**src/design/wpd_pkg.sv**
```systemverilog
// shared types and constants of the waveform peak decimator
`default_nettype none

package wpd_pkg;

	// sample format codes
	localparam logic [1:0] FMT_S16 = 2'd0;
	localparam logic [1:0] FMT_F32 = 2'd1;
	localparam logic [1:0] FMT_S8  = 2'd2;
	localparam logic [1:0] FMT_U8  = 2'd3;

	// configuration register indexes
	localparam logic [1:0] REG_FORMAT   = 2'd0;
	localparam logic [1:0] REG_CHANNELS = 2'd1;
	localparam logic [1:0] REG_FRAMES   = 2'd2;

	// fixed field widths
	localparam int FMT_W      = 2;
	localparam int CHAN_W     = 4;
	localparam int FRAME_W    = 32;
	localparam int SAMPLE_W   = 32;
	localparam int Q15_W      = 16;
	localparam int BUCKET_W   = 12;
	localparam int DVD_W      = 32;
	localparam int DIV_STEP_W = 6;

	// divider request
	typedef struct packed {
		logic                  start;
		logic [DIV_STEP_W-1:0] steps;
	} div_ctl_t;

	// divider status
	typedef struct packed {
		logic busy;
		logic done;
	} div_sts_t;

endpackage

`default_nettype wire

```
**src/design/wpd_norm.sv**
```systemverilog
// sample normaliser: raw pcm bits to signed q1.15
`default_nettype none

module wpd_norm (
	input  wire logic [wpd_pkg::FMT_W-1:0]    fmt,
	input  wire logic [wpd_pkg::SAMPLE_W-1:0] bits,
	output logic signed [wpd_pkg::Q15_W-1:0]  q15
);
	import wpd_pkg::*;

	logic        f_neg;
	logic [7:0]  f_exp;
	logic [22:0] f_man;
	logic [23:0] f_mag;
	logic [4:0]  f_sh;
	logic [15:0] f_val;

	// float32 to q1.15, truncating, saturating at one
	always_comb begin
		f_neg = bits[31];
		f_exp = bits[30:23];
		f_man = bits[22:0];
		f_sh  = 5'(8'd135 - f_exp);
		f_mag = {1'b1, f_man} >> f_sh;
		if (f_exp == 8'hff && f_man != 23'd0) begin
			f_val = 16'd0;
		end else if (f_exp >= 8'd127) begin
			f_val = f_neg ? 16'h8000 : 16'h7fff;
		end else if (f_exp <= 8'd111) begin
			f_val = 16'd0;
		end else begin
			f_val = f_neg ? 16'(-f_mag) : f_mag[15:0];
		end
	end

	// format select
	always_comb begin
		unique case (fmt)
			FMT_S16: q15 = signed'(bits[15:0]);
			FMT_F32: q15 = signed'(f_val);
			FMT_S8:  q15 = signed'({bits[7:0], 8'd0});
			FMT_U8:  q15 = signed'({~bits[7], bits[6:0], 8'd0});
			default: q15 = '0;
		endcase
	end

endmodule

`default_nettype wire

```
**src/design/wpd_div.sv**
```systemverilog
// shared restoring divider, one quotient bit per cycle
`default_nettype none

module wpd_div #(
	parameter int DVS_W = 13
) (
	input  wire logic                       clk,
	input  wire logic                       arst_n,
	input  wire wpd_pkg::div_ctl_t          ctl,
	input  wire logic [wpd_pkg::DVD_W-1:0]  dividend,
	input  wire logic [DVS_W-1:0]           divisor,
	output wpd_pkg::div_sts_t               sts,
	output logic [wpd_pkg::DVD_W-1:0]       quotient,
	output logic [DVS_W-1:0]                remainder
);
	import wpd_pkg::*;

	logic [DVS_W-1:0]      rem_q;
	logic [DVD_W-1:0]      quo_q;
	logic [DVS_W-1:0]      dvs_q;
	logic [DIV_STEP_W-1:0] cnt_q;
	logic                  busy_q;
	logic                  done_q;
	logic [DVS_W:0]        trial;
	logic [DVS_W:0]        diff;
	logic                  fits;

	// one trial subtract
	always_comb begin
		trial = {rem_q, quo_q[DVD_W-1]};
		diff  = trial - {1'b0, dvs_q};
		fits  = trial >= {1'b0, dvs_q};
	end

	// step control
	always_ff @(posedge clk or negedge arst_n) begin
		if (!arst_n) begin
			busy_q <= 1'b0;
			done_q <= 1'b0;
			cnt_q  <= '0;
		end else if (ctl.start) begin
			busy_q <= 1'b1;
			done_q <= 1'b0;
			cnt_q  <= ctl.steps;
		end else if (busy_q) begin
			cnt_q <= cnt_q - 1'b1;
			if (cnt_q == DIV_STEP_W'(1)) begin
				busy_q <= 1'b0;
				done_q <= 1'b1;
			end
		end else begin
			done_q <= 1'b0;
		end
	end

	// partial remainder and quotient
	always_ff @(posedge clk) begin
		if (ctl.start) begin
			rem_q <= '0;
			quo_q <= dividend;
			dvs_q <= divisor;
		end else if (busy_q) begin
			rem_q <= fits ? diff[DVS_W-1:0] : trial[DVS_W-1:0];
			quo_q <= {quo_q[DVD_W-2:0], fits};
		end
	end

	assign sts.busy  = busy_q;
	assign sts.done  = done_q;
	assign quotient  = quo_q;
	assign remainder = rem_q;

endmodule

`default_nettype wire

```
**src/design/waveform_peak_decimator_top.sv**
```systemverilog
// peak-hold waveform decimator top level: sequencer, state and output register
//
//  channel  dir  handshake                  payload
//  s_*      in   s_tvalid / s_tready        s_tdata: sample_bits
//  m_*      out  m_tvalid / m_tready        m_tdata: peak_value, bucket_number; m_tlast
//  cfg_*    in   cfg_valid / cfg_ready      cfg_index, cfg_data
//
// a sample that does not close a frame leaves s_tready high
// a frame-closing sample holds s_tready low through S_MIX, S_DIV and S_PEAK, with the shared
// divider producing one quotient bit per cycle, and through S_EMIT when a bucket closes
// a write to the format, channels or frames register restarts the clip; when frame_total is
// nonzero, frame_total / bucket count is then computed on the same divider with s_tready low
// a finished peak waits in the output register; a further bucket end waits
// for it to be taken
`default_nettype none

module waveform_peak_decimator_top #(
	parameter int MAX_POINTS   = 4096,
	parameter int MAX_CHANNELS = 8
) (
	input  wire logic        clk,
	input  wire logic        arst_n,
	// sample beats
	input  wire logic        s_tvalid,
	output logic             s_tready,
	input  wire logic [31:0] s_tdata,   // [31:0] sample_bits
	// peak beats
	output logic             m_tvalid,
	input  wire logic        m_tready,
	output logic [31:0]      m_tdata,   // [15:0] peak_value, [27:16] bucket_number, zero above
	output logic             m_tlast,   // last_bucket
	// register writes
	input  wire logic        cfg_valid,
	output logic             cfg_ready,
	input  wire logic [1:0]  cfg_index,
	input  wire logic [31:0] cfg_data
);
	import wpd_pkg::*;

	localparam int N_W     = $clog2(MAX_POINTS + 1);
	localparam int EFF_MAX = (MAX_CHANNELS < 15) ? MAX_CHANNELS : 15;
	localparam int SUM_W   = Q15_W + $clog2(EFF_MAX);
	localparam int DV_W    = (N_W > CHAN_W) ? N_W : CHAN_W;
	localparam logic [FRAME_W-1:0] MAXP = FRAME_W'(MAX_POINTS);

	typedef enum logic [6:0] {
		S_START = 7'b0000001,
		S_SETUP = 7'b0000010,
		S_IDLE  = 7'b0000100,
		S_MIX   = 7'b0001000,
		S_DIV   = 7'b0010000,
		S_PEAK  = 7'b0100000,
		S_EMIT  = 7'b1000000
	} state_t;

	state_t state_q;

	// registers
	logic [FMT_W-1:0]   fmt_q;
	logic [CHAN_W-1:0]  chan_q;
	logic [FRAME_W-1:0] total_q;

	// clip state
	logic [N_W-1:0]            idx_q;
	logic [FRAME_W-1:0]        frame_q;
	logic [FRAME_W-1:0]        end_q;
	logic [N_W-1:0]            frac_q;
	logic [FRAME_W-1:0]        tq_q;
	logic [N_W-1:0]            tr_q;
	logic [CHAN_W-1:0]         cnt_q;
	logic signed [SUM_W-1:0]   sum_q;
	logic signed [Q15_W-1:0]   peak_q;
	logic [Q15_W:0]            pmag_q;

	// output register
	logic                    out_valid_q;
	logic signed [Q15_W-1:0] out_peak_q;
	logic [BUCKET_W-1:0]     out_bnum_q;
	logic                    out_last_q;

	// datapath signals
	logic signed [Q15_W-1:0] norm;
	logic signed [SUM_W-1:0] sum_next;
	logic [SUM_W-1:0]        sum_mag;
	logic [DVD_W-1:0]        div_dvd;
	logic [DV_W-1:0]         div_dvs;
	logic [DVD_W-1:0]        div_quo;
	logic [DV_W-1:0]         div_rem;
	div_ctl_t                div_ctl;
	div_sts_t                div_sts;
	logic [CHAN_W-1:0]       eff;
	logic [N_W-1:0]          nbk;
	logic                    active;
	logic                    frame_last;
	logic                    bucket_done;
	logic                    bucket_last;
	logic [Q15_W:0]          q_mag;
	logic signed [Q15_W-1:0] mixed;
	logic [N_W:0]            frac_sum;
	logic                    frac_wrap;
	logic [N_W+BUCKET_W-1:0] idx_ext;
	logic                    cfg_hit;
	logic                    s_hs;
	logic                    out_free;

	wpd_norm u_norm (
		.fmt  (fmt_q),
		.bits (s_tdata),
		.q15  (norm)
	);

	wpd_div #(
		.DVS_W (DV_W)
	) u_div (
		.clk       (clk),
		.arst_n    (arst_n),
		.ctl       (div_ctl),
		.dividend  (div_dvd),
		.divisor   (div_dvs),
		.sts       (div_sts),
		.quotient  (div_quo),
		.remainder (div_rem)
	);

	// effective channel count and bucket count
	always_comb begin
		if (chan_q == '0) begin
			eff = CHAN_W'(1);
		end else if (chan_q > CHAN_W'(EFF_MAX)) begin
			eff = CHAN_W'(EFF_MAX);
		end else begin
			eff = chan_q;
		end
		nbk = (total_q < MAXP) ? total_q[N_W-1:0] : N_W'(MAX_POINTS);
	end

	// frame and bucket bookkeeping
	always_comb begin
		active      = (total_q != '0) && (frame_q < total_q);
		sum_next    = sum_q + SUM_W'(norm);
		frame_last  = ({1'b0, cnt_q} + 1'b1) >= {1'b0, eff};
		bucket_done = ({1'b0, frame_q} + 1'b1) >= {1'b0, end_q};
		bucket_last = ({1'b0, idx_q} + 1'b1) >= {1'b0, nbk};
		sum_mag     = sum_q[SUM_W-1] ? SUM_W'(-sum_q) : SUM_W'(sum_q);
		q_mag       = div_quo[Q15_W:0];
		mixed       = sum_q[SUM_W-1] ? Q15_W'(-q_mag) : q_mag[Q15_W-1:0];
		frac_sum    = {1'b0, frac_q} + {1'b0, tr_q};
		frac_wrap   = frac_sum >= {1'b0, nbk};
		idx_ext     = (N_W + BUCKET_W)'(idx_q);
		cfg_hit     = cfg_valid && (cfg_index == REG_FORMAT || cfg_index == REG_CHANNELS ||
			cfg_index == REG_FRAMES);
		s_hs        = s_tvalid && s_tready;
		out_free    = !out_valid_q || m_tready;
	end

	// divider operands
	always_comb begin
		div_ctl.start = ((state_q == S_START) && (total_q != '0)) || (state_q == S_MIX);
		if (state_q == S_MIX) begin
			div_ctl.steps = DIV_STEP_W'(SUM_W);
			div_dvd       = {sum_mag, {(DVD_W - SUM_W){1'b0}}};
			div_dvs       = DV_W'(eff);
		end else begin
			div_ctl.steps = DIV_STEP_W'(DVD_W);
			div_dvd       = total_q;
			div_dvs       = DV_W'(nbk);
		end
	end

	// register writes
	always_ff @(posedge clk or negedge arst_n) begin
		if (!arst_n) begin
			fmt_q   <= FMT_S16;
			chan_q  <= CHAN_W'(1);
			total_q <= '0;
		end else if (cfg_valid) begin
			unique case (cfg_index)
				REG_FORMAT:   fmt_q   <= cfg_data[FMT_W-1:0];
				REG_CHANNELS: chan_q  <= cfg_data[CHAN_W-1:0];
				REG_FRAMES:   total_q <= cfg_data;
				default:      ;
			endcase
		end
	end

	// sequencer and clip state
	always_ff @(posedge clk or negedge arst_n) begin
		if (!arst_n) begin
			state_q <= S_IDLE;
			idx_q   <= '0;
			frame_q <= '0;
			cnt_q   <= '0;
			sum_q   <= '0;
			peak_q  <= '0;
			pmag_q  <= '0;
		end else if (cfg_hit) begin
			state_q <= S_START;
			idx_q   <= '0;
			frame_q <= '0;
			cnt_q   <= '0;
			sum_q   <= '0;
			peak_q  <= '0;
			pmag_q  <= '0;
		end else begin
			unique case (state_q)
				S_START: begin
					state_q <= (total_q != '0) ? S_SETUP : S_IDLE;
				end
				S_SETUP: begin
					if (div_sts.done) begin
						state_q <= S_IDLE;
					end
				end
				S_IDLE: begin
					if (s_hs && active) begin
						sum_q <= sum_next;
						if (frame_last) begin
							cnt_q   <= '0;
							state_q <= S_MIX;
						end else begin
							cnt_q <= cnt_q + 1'b1;
						end
					end
				end
				S_MIX: begin
					state_q <= S_DIV;
				end
				S_DIV: begin
					if (div_sts.done) begin
						state_q <= S_PEAK;
					end
				end
				S_PEAK: begin
					if (q_mag > pmag_q) begin
						peak_q <= mixed;
						pmag_q <= q_mag;
					end
					sum_q   <= '0;
					frame_q <= frame_q + 1'b1;
					state_q <= bucket_done ? S_EMIT : S_IDLE;
				end
				S_EMIT: begin
					if (out_free) begin
						peak_q  <= '0;
						pmag_q  <= '0;
						idx_q   <= idx_q + 1'b1;
						state_q <= S_IDLE;
					end
				end
				default: state_q <= S_IDLE;
			endcase
		end
	end

	// bucket end tracking: quotient and fraction of (i+1)*total/n
	always_ff @(posedge clk) begin
		if (state_q == S_SETUP && div_sts.done) begin
			tq_q   <= div_quo;
			tr_q   <= div_rem[N_W-1:0];
			end_q  <= div_quo;
			frac_q <= div_rem[N_W-1:0];
		end else if (state_q == S_EMIT && out_free) begin
			if (frac_wrap) begin
				frac_q <= N_W'(frac_sum - {1'b0, nbk});
				end_q  <= end_q + tq_q + 1'b1;
			end else begin
				frac_q <= frac_sum[N_W-1:0];
				end_q  <= end_q + tq_q;
			end
		end
	end

	// output register valid
	always_ff @(posedge clk or negedge arst_n) begin
		if (!arst_n) begin
			out_valid_q <= 1'b0;
		end else if (state_q == S_EMIT && out_free) begin
			out_valid_q <= 1'b1;
		end else if (m_tready) begin
			out_valid_q <= 1'b0;
		end
	end

	// output register payload
	always_ff @(posedge clk) begin
		if (state_q == S_EMIT && out_free) begin
			out_peak_q <= peak_q;
			out_bnum_q <= idx_ext[BUCKET_W-1:0];
			out_last_q <= bucket_last;
		end
	end

	assign s_tready  = (state_q == S_IDLE);
	assign cfg_ready = 1'b1;
	assign m_tvalid  = out_valid_q;
	assign m_tdata   = {{(32 - Q15_W - BUCKET_W){1'b0}}, out_bnum_q, out_peak_q};
	assign m_tlast   = out_last_q;

endmodule

`default_nettype wire

```
**config.mk**
```make
export PLATFORM = sky130hd
export DESIGN_NAME = waveform_peak_decimator_top
export DESIGN_NICKNAME = d
export VERILOG_FILES = /design/src/design/wpd_pkg.sv /design/src/design/wpd_norm.sv /design/src/design/wpd_div.sv /design/src/design/waveform_peak_decimator_top.sv
export SDC_FILE = /design/constraint.sdc
export NUM_CORES = 1
export LEC_CHECK = 0
export BUFFER_PORTS_ARGS = -buffer_cell sky130_fd_sc_hd__buf_2
export CORE_ASPECT_RATIO = 1.75
export CORE_MARGIN = 10
export CORE_UTILIZATION = 38
export CTS_CLUSTER_SIZE = 25
export DETAILED_ROUTE_END_ITERATION = 8
export PLACE_DENSITY_LB_ADDON = 0.1
export SYNTH_ARGS = -nofsm -noshare
export SYNTH_HDL_FRONTEND = slang
export SYNTH_HIERARCHICAL = 1
export SYNTH_SLANG_ARGS = --single-unit
```
**constraint.sdc**
```tcl
create_clock -name clk -period 6.7 [get_ports clk]
set_input_delay 0.67 -clock clk [delete_from_list [all_inputs] [get_ports clk]]
set_output_delay 0.67 -clock clk [all_outputs]
set_load 0.01 [all_outputs]
```
## Yosys cells after proc, flatten, opt, wreduce, memory -nomap -nowiden

Index checks and enable logic that the tools add are counted.

- Register bits: 332
- Input port bits: 71
- Output and inout port bits: 36
- Logic and storage cells: 174

- Add/sub/neg operators: 17
- $lt $le $gt $ge: 11
- Equality and inequality tests: 21
- Shifts and indexed selects: 1
- Multiplexer cells: 62
- Bitwise gates (word level): 1
- Reduce and logical (&&, ||, !) cells: 36

Operators by type and width:

| cell | number |
|---|---|
| $mux 32 | 8 |
| $mux 16 | 9 |
| $mux 13 | 8 |
| $add 32x1->32 const B | 2 |
| $pmux 16 s4 | 1 |
| $mux 19 | 3 |
| $mux 17 | 3 |
| $mux 7 | 7 |
| $pmux 7 s7 | 1 |
| $ge 14x13->1 | 3 |
| $pmux 19 s2 | 1 |
| $pmux 17 s2 | 1 |
| $add 32x1->33 const B | 1 |
| $ge 33x32->1 | 1 |
| $add 32x32->32 | 1 |
| $lt 32x13->1 const B | 1 |
| $lt 32x32->1 | 1 |
| $neg 16->16 | 2 |
| $pmux 16 s2 | 1 |
| $reduce_bool 32->1 | 1 |
| $mux 4 | 7 |
| $sub 13x13->13 | 2 |
| $shr 24x5->16 | 1 |
| $reduce_bool 23->1 | 1 |
| other kinds (42) | 82 |

## Longest topological paths before layout

Gate-level depths: netlist (run 1).

- Depth after elaboration: 12
- Mapped depth: 24
- Gate-level depth less buffers: 20

## By module

Netlist (run 1), hierarchy kept.

Modules (own cells, without submodules):

| module | instances | cells an instance | area an instance (µm²) | seq. area each (µm²) |
|---|---|---|---|---|
| waveform_peak_decimator_top | 1 | 2069 | 19258.5 | 7229.4 |
| wpd_div | 1 | 297 | 3478.3 | 1811.7 |
| wpd_norm | 1 | 246 | 1896.8 | 0.0 |

## Worst setup path after synthesis (run 1)

OpenSTA, ideal clock, no wires.

- Kind: input-to-reg
- Start: in s_tdata[23]
- End: reg sum_q[18]
- Setup time: 0.078 ns
- Arrival: 4.921 ns
- Data required time: 6.622 ns
- Slack: 1.700 ns
- Stages: 23
- Path buffers: 3
- Cells stage by stage: buf_6 buf_12 buf_8 mux2i_1 a222oi_1 a221oi_1 or2_2 ha_1 nand2_1 o21ai_0 a211oi_1 o21ai_0 fa_1 a21oi_1 o21bai_1 a211oi_1 o2111ai_1 a311o_1 a21oi_1 o21bai_1 xnor2_1 or3_1 a21oi_1

- Longest elaborated chain between the ends: 12
- Elaborated cells on any way between the ends: 16
- Classes of those cells: 3 x add/sub; 2 x order compare; 1 x eq/ne; 1 x shift; 8 x mux; 1 x reduce/logical

RTL lines:

| item | RTL line | text |
|---|---|---|
| start, declared | waveform_peak_decimator_top.sv:26 | `input wire logic [31:0] s_tdata,` |
| $sub 3x5->5 | wpd_norm.sv:23 | `f_sh = 5'(8'd135 - f_exp);` |
| $shr 24x5->16 | wpd_norm.sv:24 | `f_mag = {1'b1, f_man} >> f_sh;` |
| $neg 16->16 | wpd_norm.sv:32 | `f_val = f_neg ? 16'(-f_mag) : f_mag[15:0];` |
| $mux 16 | wpd_norm.sv:32 |  |
| $mux 16 | wpd_norm.sv:29 | `end else if (f_exp <= 8'd111) begin` |
| $mux 16 | wpd_norm.sv:27 | `end else if (f_exp >= 8'd127) begin` |
| $mux 16 * | wpd_norm.sv:25 | `if (f_exp == 8'hff && f_man != 23'd0) begin` |
| $pmux 16 s4 * | wpd_norm.sv:38 | `unique case (fmt)` |
| net norm[1] | waveform_peak_decimator_top.sv:82 | `logic signed [Q15_W-1:0] norm;` |
| $add 19x16->19 * | waveform_peak_decimator_top.sv:140 | `sum_next = sum_q + SUM_W'(norm);` |
| $mux 19 * | waveform_peak_decimator_top.sv:215 | `if (s_hs && active) begin` |
| $pmux 19 s2 * | waveform_peak_decimator_top.sv:205 | `unique case (state_q)` |
| $mux 19 * | waveform_peak_decimator_top.sv:196 | `end else if (cfg_hit) begin` |
| end signal, assigned | waveform_peak_decimator_top.sv:216 | `sum_q <= sum_next;` |
| end, declared | waveform_peak_decimator_top.sv:71 | `logic signed [SUM_W-1:0] sum_q;` |

The timed path passes the listed nets; every way through them passes the cells marked *. The select of a mux whose other input is x is not followed.
A chain may end at the register's enable or synchronous reset.

## Worst setup path in the final report (run 1)

- Start: reg total_q[14]
- End: reg end_q[27] (data pin)

- Longest elaborated chain between the ends: 6

RTL lines:

| item | RTL line | text |
|---|---|---|
| start, declared | waveform_peak_decimator_top.sv:61 | `logic [FRAME_W-1:0] total_q;` |
| start signal, assigned | waveform_peak_decimator_top.sv:180 | `REG_FRAMES: total_q <= cfg_data;` |
| $lt 32x13->1 | waveform_peak_decimator_top.sv:134 | `nbk = (total_q < MAXP) ? total_q[N_W-1:0] : N_W'(MAX_POINTS);` |
| $mux 13 | waveform_peak_decimator_top.sv:134 |  |
| $ge 14x13->1 | waveform_peak_decimator_top.sv:148 | `frac_wrap = frac_sum >= {1'b0, nbk};` |
| $mux 32 | waveform_peak_decimator_top.sv:263 | `if (frac_wrap) begin` |
| $mux 32 | waveform_peak_decimator_top.sv:262 | `end else if (state_q == S_EMIT && out_free) begin` |
| $mux 32 | waveform_peak_decimator_top.sv:257 | `if (state_q == S_SETUP && div_sts.done) begin` |
| end signal, assigned | waveform_peak_decimator_top.sv:260 | `end_q <= div_quo;` |
| end signal, assigned | waveform_peak_decimator_top.sv:265 | `end_q <= end_q + tq_q + 1'b1;` |
| end signal, assigned | waveform_peak_decimator_top.sv:268 | `end_q <= end_q + tq_q;` |
| end, declared | waveform_peak_decimator_top.sv:66 | `logic [FRAME_W-1:0] end_q;` |

Every way passes these cells. The select of a mux whose other input is x is not followed.

==> results by group, run 1 <==
Run status
  – Status: complete, no violations

Final layout
  – Final #Nets: 2,938
  – Non-Filler Instances: 3,507
  – # fillers: 6,409
  – Reg area: between 0.009 and 0.01 sq mm
  – P&R area growth vs syn: 9.50%
  – Ant diodes: 0
  – Final Util: 0.419
  – Multi-input combinational cell area: around 0.014 sq mm
  – Layout cells sized above 1: 0.132

Detailed routing
  – Met1 WL: about 30,000 um
  – DR iter-0 viols: 1,134
  – First-pass DRT Iterations: 5
  – Vias: between 15,000 and 20,000
  – DRC Markers: 0
  – Met2 wire len: 38,300 um
  – Detail Route Antenna Nets: 0
  – Via density: approximately 5.6
  – DR WL met3: 2240 um
  – Highest metal used: met4
  – Drt wl/cell: about 21 um
  – Total Routed Length: around 75,000 um

CTS
  – PostCTS Resize Cnt: 0
  – Worst skew pair latency: approximately 550 ps
  – H-tree levels: 2
  – CTS tree: yes
  – Clock Pin Slew Worst Setup and Hold Paths: 60 ps
  – Max Root-Sink Buffers: 3
  – Root Buffer: clkbuf_16
  – CTS buffer count: 35
  – Cts hold-fix bufs: 0
  – # Post-CTS Setup Buffers: 0
  – Clock Sinks: 331

Global routing
  – Vias in the first global route: 19,933
  – Global-route wire length before repair: 116,000 um
  – Pin count of the biggest net entering global routing: 79
  – Global route overflow: 0
  – Initial antenna violation count: 0
  – Tot GR Track Use: 0.195

Setup path
  – Crit-path slowest cell: nand3_1
  – Max incr delay on CP: between 400 and 500 ps
  – Crit path from: total_q[14]$_DFFE_PN0P_
  – R2r worst-path depth: 19
  – Crit path max fanout: 18
  – Critical path class: flop to flop
  – Worst r2r dst: end_q[27]$_DFFE_PP_
  – Worst Path Arrival: a little under 6000 ps
  – Worst setup EP type: flop
  – Crit path launch type: flop
  – Reg-to-Reg Start: total_q[14]$_DFFE_PN0P_
  – Crit-path cells: nor4_1 -> nand3_1 -> nor2_1 -> buf_4 -> and2_1 -> ha_1 -> inv_1 -> fa_1 -> a21o_1 -> a21oi_1 -> nor2_1 -> o41a_1 -> o221ai_1 -> o211ai_1 -> buf_4 -> and3_1 -> nor4b_1 -> mux2i_1 -> nand2_1
  – FF-to-FF setup slack: roughly 1100 ps
  – WP data required: 6990 ps

Place
  – Placed Cells: between 3,000 and 4,000
  – IO buf count: 101
  – Post-place setup slack: 804 ps
  – Routability cong.: 0.908
  – Post-DP HPWL: roughly 59,000 um

Power and ir drop
  – P per Cell Area: 285 mW/mm^2
  – Total power: slightly below 0.008 W
  – Peak supply drop: 219 uV
  – P_leak: roughly 12 nW

Yosys
  – Avg Inst Size Synth: 9.43 sq um
  – Post-Syn Instances: 2,611
  – Ys Warns: 6
  – Area of the mapped netlist: about 0.025 sq mm

Min path
  – Type of the most critical hold path: primary input to async pin

Timing
  – Final period utilization: 0.832
  – Relative slew margins: 0.364
  – Post-Route Setup TNS: 0 ps
  – Setup WS post-layout: 1130 ps
  – Min Clock Period, post-route: 5570 ps
  – Final setup vio count: 0
  – Fin Clk Skew: roughly 21 ps
  – Worst Max-Slew Pin Slew: 951 ps
  – Fmax achieved: about 180 MHz
  – Final Hold Viols: 0
  – Fin. max-slew vios: 0
  – RSZ-0062 raised after global routing: false

Die
  – Ports: 107
  – # rows: 123
  – Die H: 357 um
  – Initial Util: 0.383
  – Core ar.: 0.0643 sq mm
  – Die W: 212 um
  – Die area: 0.0758 sq mm

Flow run
  – Max-cap violations: 0
report_power, final:
group,internal (W),switching (W),leakage (nW)
logic,0.00109,0.00142,7.35
registers,0.00262,0.000486,3.67
clock network,0.00119,0.000875,0.578
how the worst max path moves through the flow:
| stage | cells past startpoint | slack (ps) | to |
|---|---|---|---|
| after floorplan | 23 | 1700 | sum_q[18]$_DFFE_PN0P_ |
| after global placement | 23 | 760 | sum_q[18]$_DFFE_PN0P_ |
| after detailed placement | 23 | 800 | sum_q[18]$_DFFE_PN0P_ |
| after CTS | 19 | 1080 | end_q[15]$_DFFE_PP_ |
| after global routing | 19 | 700 | end_q[15]$_DFFE_PP_ |
| final | 19 | 1130 | end_q[27]$_DFFE_PP_ |
cells in the final DEF (no fill, tap or decap), drive strengths merged, types with 66 or more instances in the layout:
master / instances
nor2: 226
a21oi: 158
ha: 194
inv: 141
o21ai: 168
edfxtp: 164
xor2: 97
dfrtp: 152
buf: 128
nand2: 255
mux2i: 66
mux2: 92
xnor2: 106
sequential cells by signal, indices dropped and copies added (netlist names), 19 cells and up:
register,cells
end_q,32
frame_q,32
u_div/quotient,32
total_q,32
sum_q,19
tq_q,32
metal layers:
layer  track usage  up-vias
met5             0        -
met4        0.0954        0
met3        0.0176      143
met2         0.354      412
met1         0.224     9520
li1              -     9606
through the flow:
stage	hold slack (ps)	cell area, sq um
floorplan	374	24600
global placement	428	25800
detailed placement	431	25800
CTS	66.2	27000
global route	90.2	27000
finish	64.0	27000
worst max-delay path, delay by kind of cell (launching register included):
kind | cells | cell delay, ps
AOI/OAI and AO/OA | 5 | 1310
adders and majority gates | 2 | 600
buffers and inverters | 3 | 540
DFF | 1 | 450
muxes | 1 | 190
and+or+nand+nor | 8 | 2180
final cells by class:
type / count / share of cell area
Sequential cell: 331 / 0.335
Clock inverter: 16 / 0.00733
Multi-Input combinational cell: 2031 / 0.537
Inverter: 141 / 0.0197
Clock buffer: 48 / 0.0366
Tap cell: 812 / 0.0377
Timing Repair Buffer: 128 / 0.0265
No activity file was read; power rests on OpenSTA's default activity.
==> run 2: changes to the inputs <==
==> constraint.sdc (replaced) <==
create_clock -name clk -period 4.55 [get_ports clk]
set_input_delay 0.455 -clock clk [delete_from_list [all_inputs] [get_ports clk]]
set_output_delay 0.455 -clock clk [all_outputs]
set_load 0.01 [all_outputs]
==> run 2 against run 1 <==
- register-to-register slack worse by 1100 ps
- maximum frequency is 23% higher
- clock power is 49% higher
- clock-buffer cell count is 2 higher
- global-route usage is 1.2 points higher
- core utilization is 4.0 points higher
- flip-flop and latch count stayed put
- clock skew is 1.3 ps lower
- routed wire length is 7.0% higher
- die area stayed put
- cell count is 7.5% higher
- largest power group unchanged
==> results by group, run 2 (same netlist as run 1, synthesis figures left out) <==
Flow run
  – Max-cap violations: 0

Timing
  – Relative slew margins: 0.375
  – Fmax achieved: 220 MHz
  – Final Hold Slack: 131 ps
  – Min Clock Period, post-route: 4540 ps
  – Final Hold Viols: 0
  – Final setup vio count: 0
  – Fin Clk Skew: 19.9 ps
  – Fin. max-slew vios: 0
  – Worst Max-Slew Pin Slew: 934 ps
  – RSZ-0062 raised after global routing: true
  – Final period utilization: 0.997
  – Setup WS post-layout: between 10 and 15 ps

Place
  – Post-place setup slack: -581 ps
  – Routability cong.: 0.916
  – Post-DP HPWL: 62,800 um
  – IO buf count: 101
  – Placed Cells: between 3,000 and 4,000

Power and ir drop
  – P_leak: 13.1 nW
  – Peak supply drop: 303 uV
  – P per Cell Area: ~400 mW/mm^2

Die
  – Die area: 0.0758 sq mm
  – Initial Util: 0.383
  – # rows: between 100 and 150
  – Ports: between 100 and 150
  – Die W: roughly 210 um
  – Die H: 357 um
  – Core ar.: 0.0643 sq mm

Final layout
  – Commonest non-fill, non-tap cell in the layout: buf_4
  – Final Util: 0.459
  – Final #Nets: ~3,200
  – Non-Filler Instances: 3,771
  – P&R area growth vs syn: 19.9%
  – Layout cells sized above 1: 0.232
  – Most frequent cells in the layout: 275 x buf_4, 249 x nand2_1, 221 x nor2_1
  – Ant diodes: 0

Setup path
  – Critical path class: flop to flop
  – Worst setup EP type: flop
  – Crit-path slowest cell: edfxtp_1
  – Worst Path Arrival: 4830 ps
  – Crit path max fanout: 7
  – Crit-path cells: ha_2 -> buf_4 -> fa_2 -> a21o_1 -> a21oi_2 -> nor2b_1 -> o211ai_1 -> nand2_1 -> a41oi_2 -> nor2b_4 -> xnor2_2 -> ha_2 -> nor2_1 -> nor2b_2 -> o221ai_2 -> o211ai_1 -> clkbuf_16 -> and3_4 -> buf_12 -> clkbuf_16 -> and2_4 -> xnor2_2 -> o21ai_1
  – Crit path launch type: flop
  – WP data required: just under 5000 ps
  – Max incr delay on CP: ~370 ps

Detailed routing
  – DRC Markers: 0
  – Vias: approximately 21,000
  – DR iter-0 viols: 973
  – First-pass DRT Iterations: 5
  – Drt wl/cell: 21.2 um
  – Via density: 5.49
  – Total Routed Length: 80,000 um
  – Detail Route Antenna Nets: 0

CTS
  – H-tree levels: 2
  – Clock Sinks: 331
  – CTS tree: yes
  – Max Root-Sink Buffers: 3
  – Clock Pin Slew Worst Setup and Hold Paths: ~60 ps
  – Root Buffer: clkbuf_16
  – Worst skew pair latency: 550 ps
  – CTS buffer count: 36

Run status
  – Status: complete, no violations

Global routing
  – Vias in the first global route: 21,147
  – GRT met3 Usage: 0.0194
  – Met2 Track Usage GR: 0.374
  – Initial antenna violation count: 1
  – M1 GR Usage: 0.233
  – Tot GR Track Use: 0.208
  – Layer with the highest usage: met2
  – Global route overflow: 0
  – Global-route wire length before repair: 123,000 um
  – Pin count of the biggest net entering global routing: 100

Min path
  – Type of the most critical hold path: primary input to flop
==> run 2: repair_timing <==
item / CTS / global route
endpoints found under the hold margin: 63 / 0
gates cloned: 0 / 3
endpoints found under the setup margin: 46 / 51
pin swaps: 4 / 57
gates resized for setup: 30 / 73
hold buffers: 1 / 0
buffers inserted: 6 / 11
==> run 2: final timing paths <==
path / startpoint / endpoint / slack [ps] / depth (start not counted)
hold / removal: cfg_data[20] / total_q[20]$_DFFE_PN0P_ / 130 / 2
max in group asynchronous: arst_n / peak_q[12]$_DFFE_PN0P_ / 3070 / 3
setup / recovery: tr_q[0]$_DFFE_PP_ / end_q[15]$_DFFE_PP_ / 10 / 23
hold reg to reg: peak_q[14]$_DFFE_PN0P_ / out_peak_q[14]$_DFFE_PP_ / 450 / 0
min in group asynchronous: arst_n / idx_q[7]$_DFFE_PN0P_ / 480 / 2
setup reg to reg: tr_q[0]$_DFFE_PP_ / end_q[15]$_DFFE_PP_ / 10 / 23
==> run 2: layer usage <==
layer	up-vias	share of wire
met4	2	0.063
li1	10143	-
met3	145	0.031
met1	10017	0.39
met5	-	0.00014
met2	405	0.52
==> run 2: power by group <==
part	switching, W	total [W]	internal, W
sequential	0.000707	0.00457	0.00386
clock	0.00126	0.00308	0.00182
combinational	0.00221	0.00413	0.00192
total	0.00418	0.0118	0.00760
==> run 2: layout make-up <==
type                       count  area (sq um)
tap                          812          1020
fill                        6271         34800
clock inverter                13           173
inverter                     141           531
clock buffer                  50          1040
sequential                   331          9040
multi-input combinational   2031         14900
timing repair buffer         393          2880
==> run 2: metrics by stage <==
| stage | cell area, sq um | TNS [ps] | total power (W) |
|---|---|---|---|
| 3_5_place_dp | 27700 | -5720 | 0.00866 |
| 2_1_floorplan | 24700 | -103 | 0.00717 |
| 6_report | 29500 | 0 | 0.0118 |
| 3_3_place_gp | 27700 | -6240 | 0.00859 |
| 5_1_grt | 29500 | -2470 | 0.0125 |
| 4_1_cts | 29100 | -18.1 | 0.0118 |
==> run 2: worst max-delay path: cells and delay by family (launching register included) <==
kind                     cells  cell delay, ps
AND/OR/NAND/NOR              7             980
XOR/XNOR                     2             280
buffers and inverters        4             610
flip-flops                   1             370
AO/OA/AOI/OAI                7            1200
adder cells (fa/ha/maj)      3             850
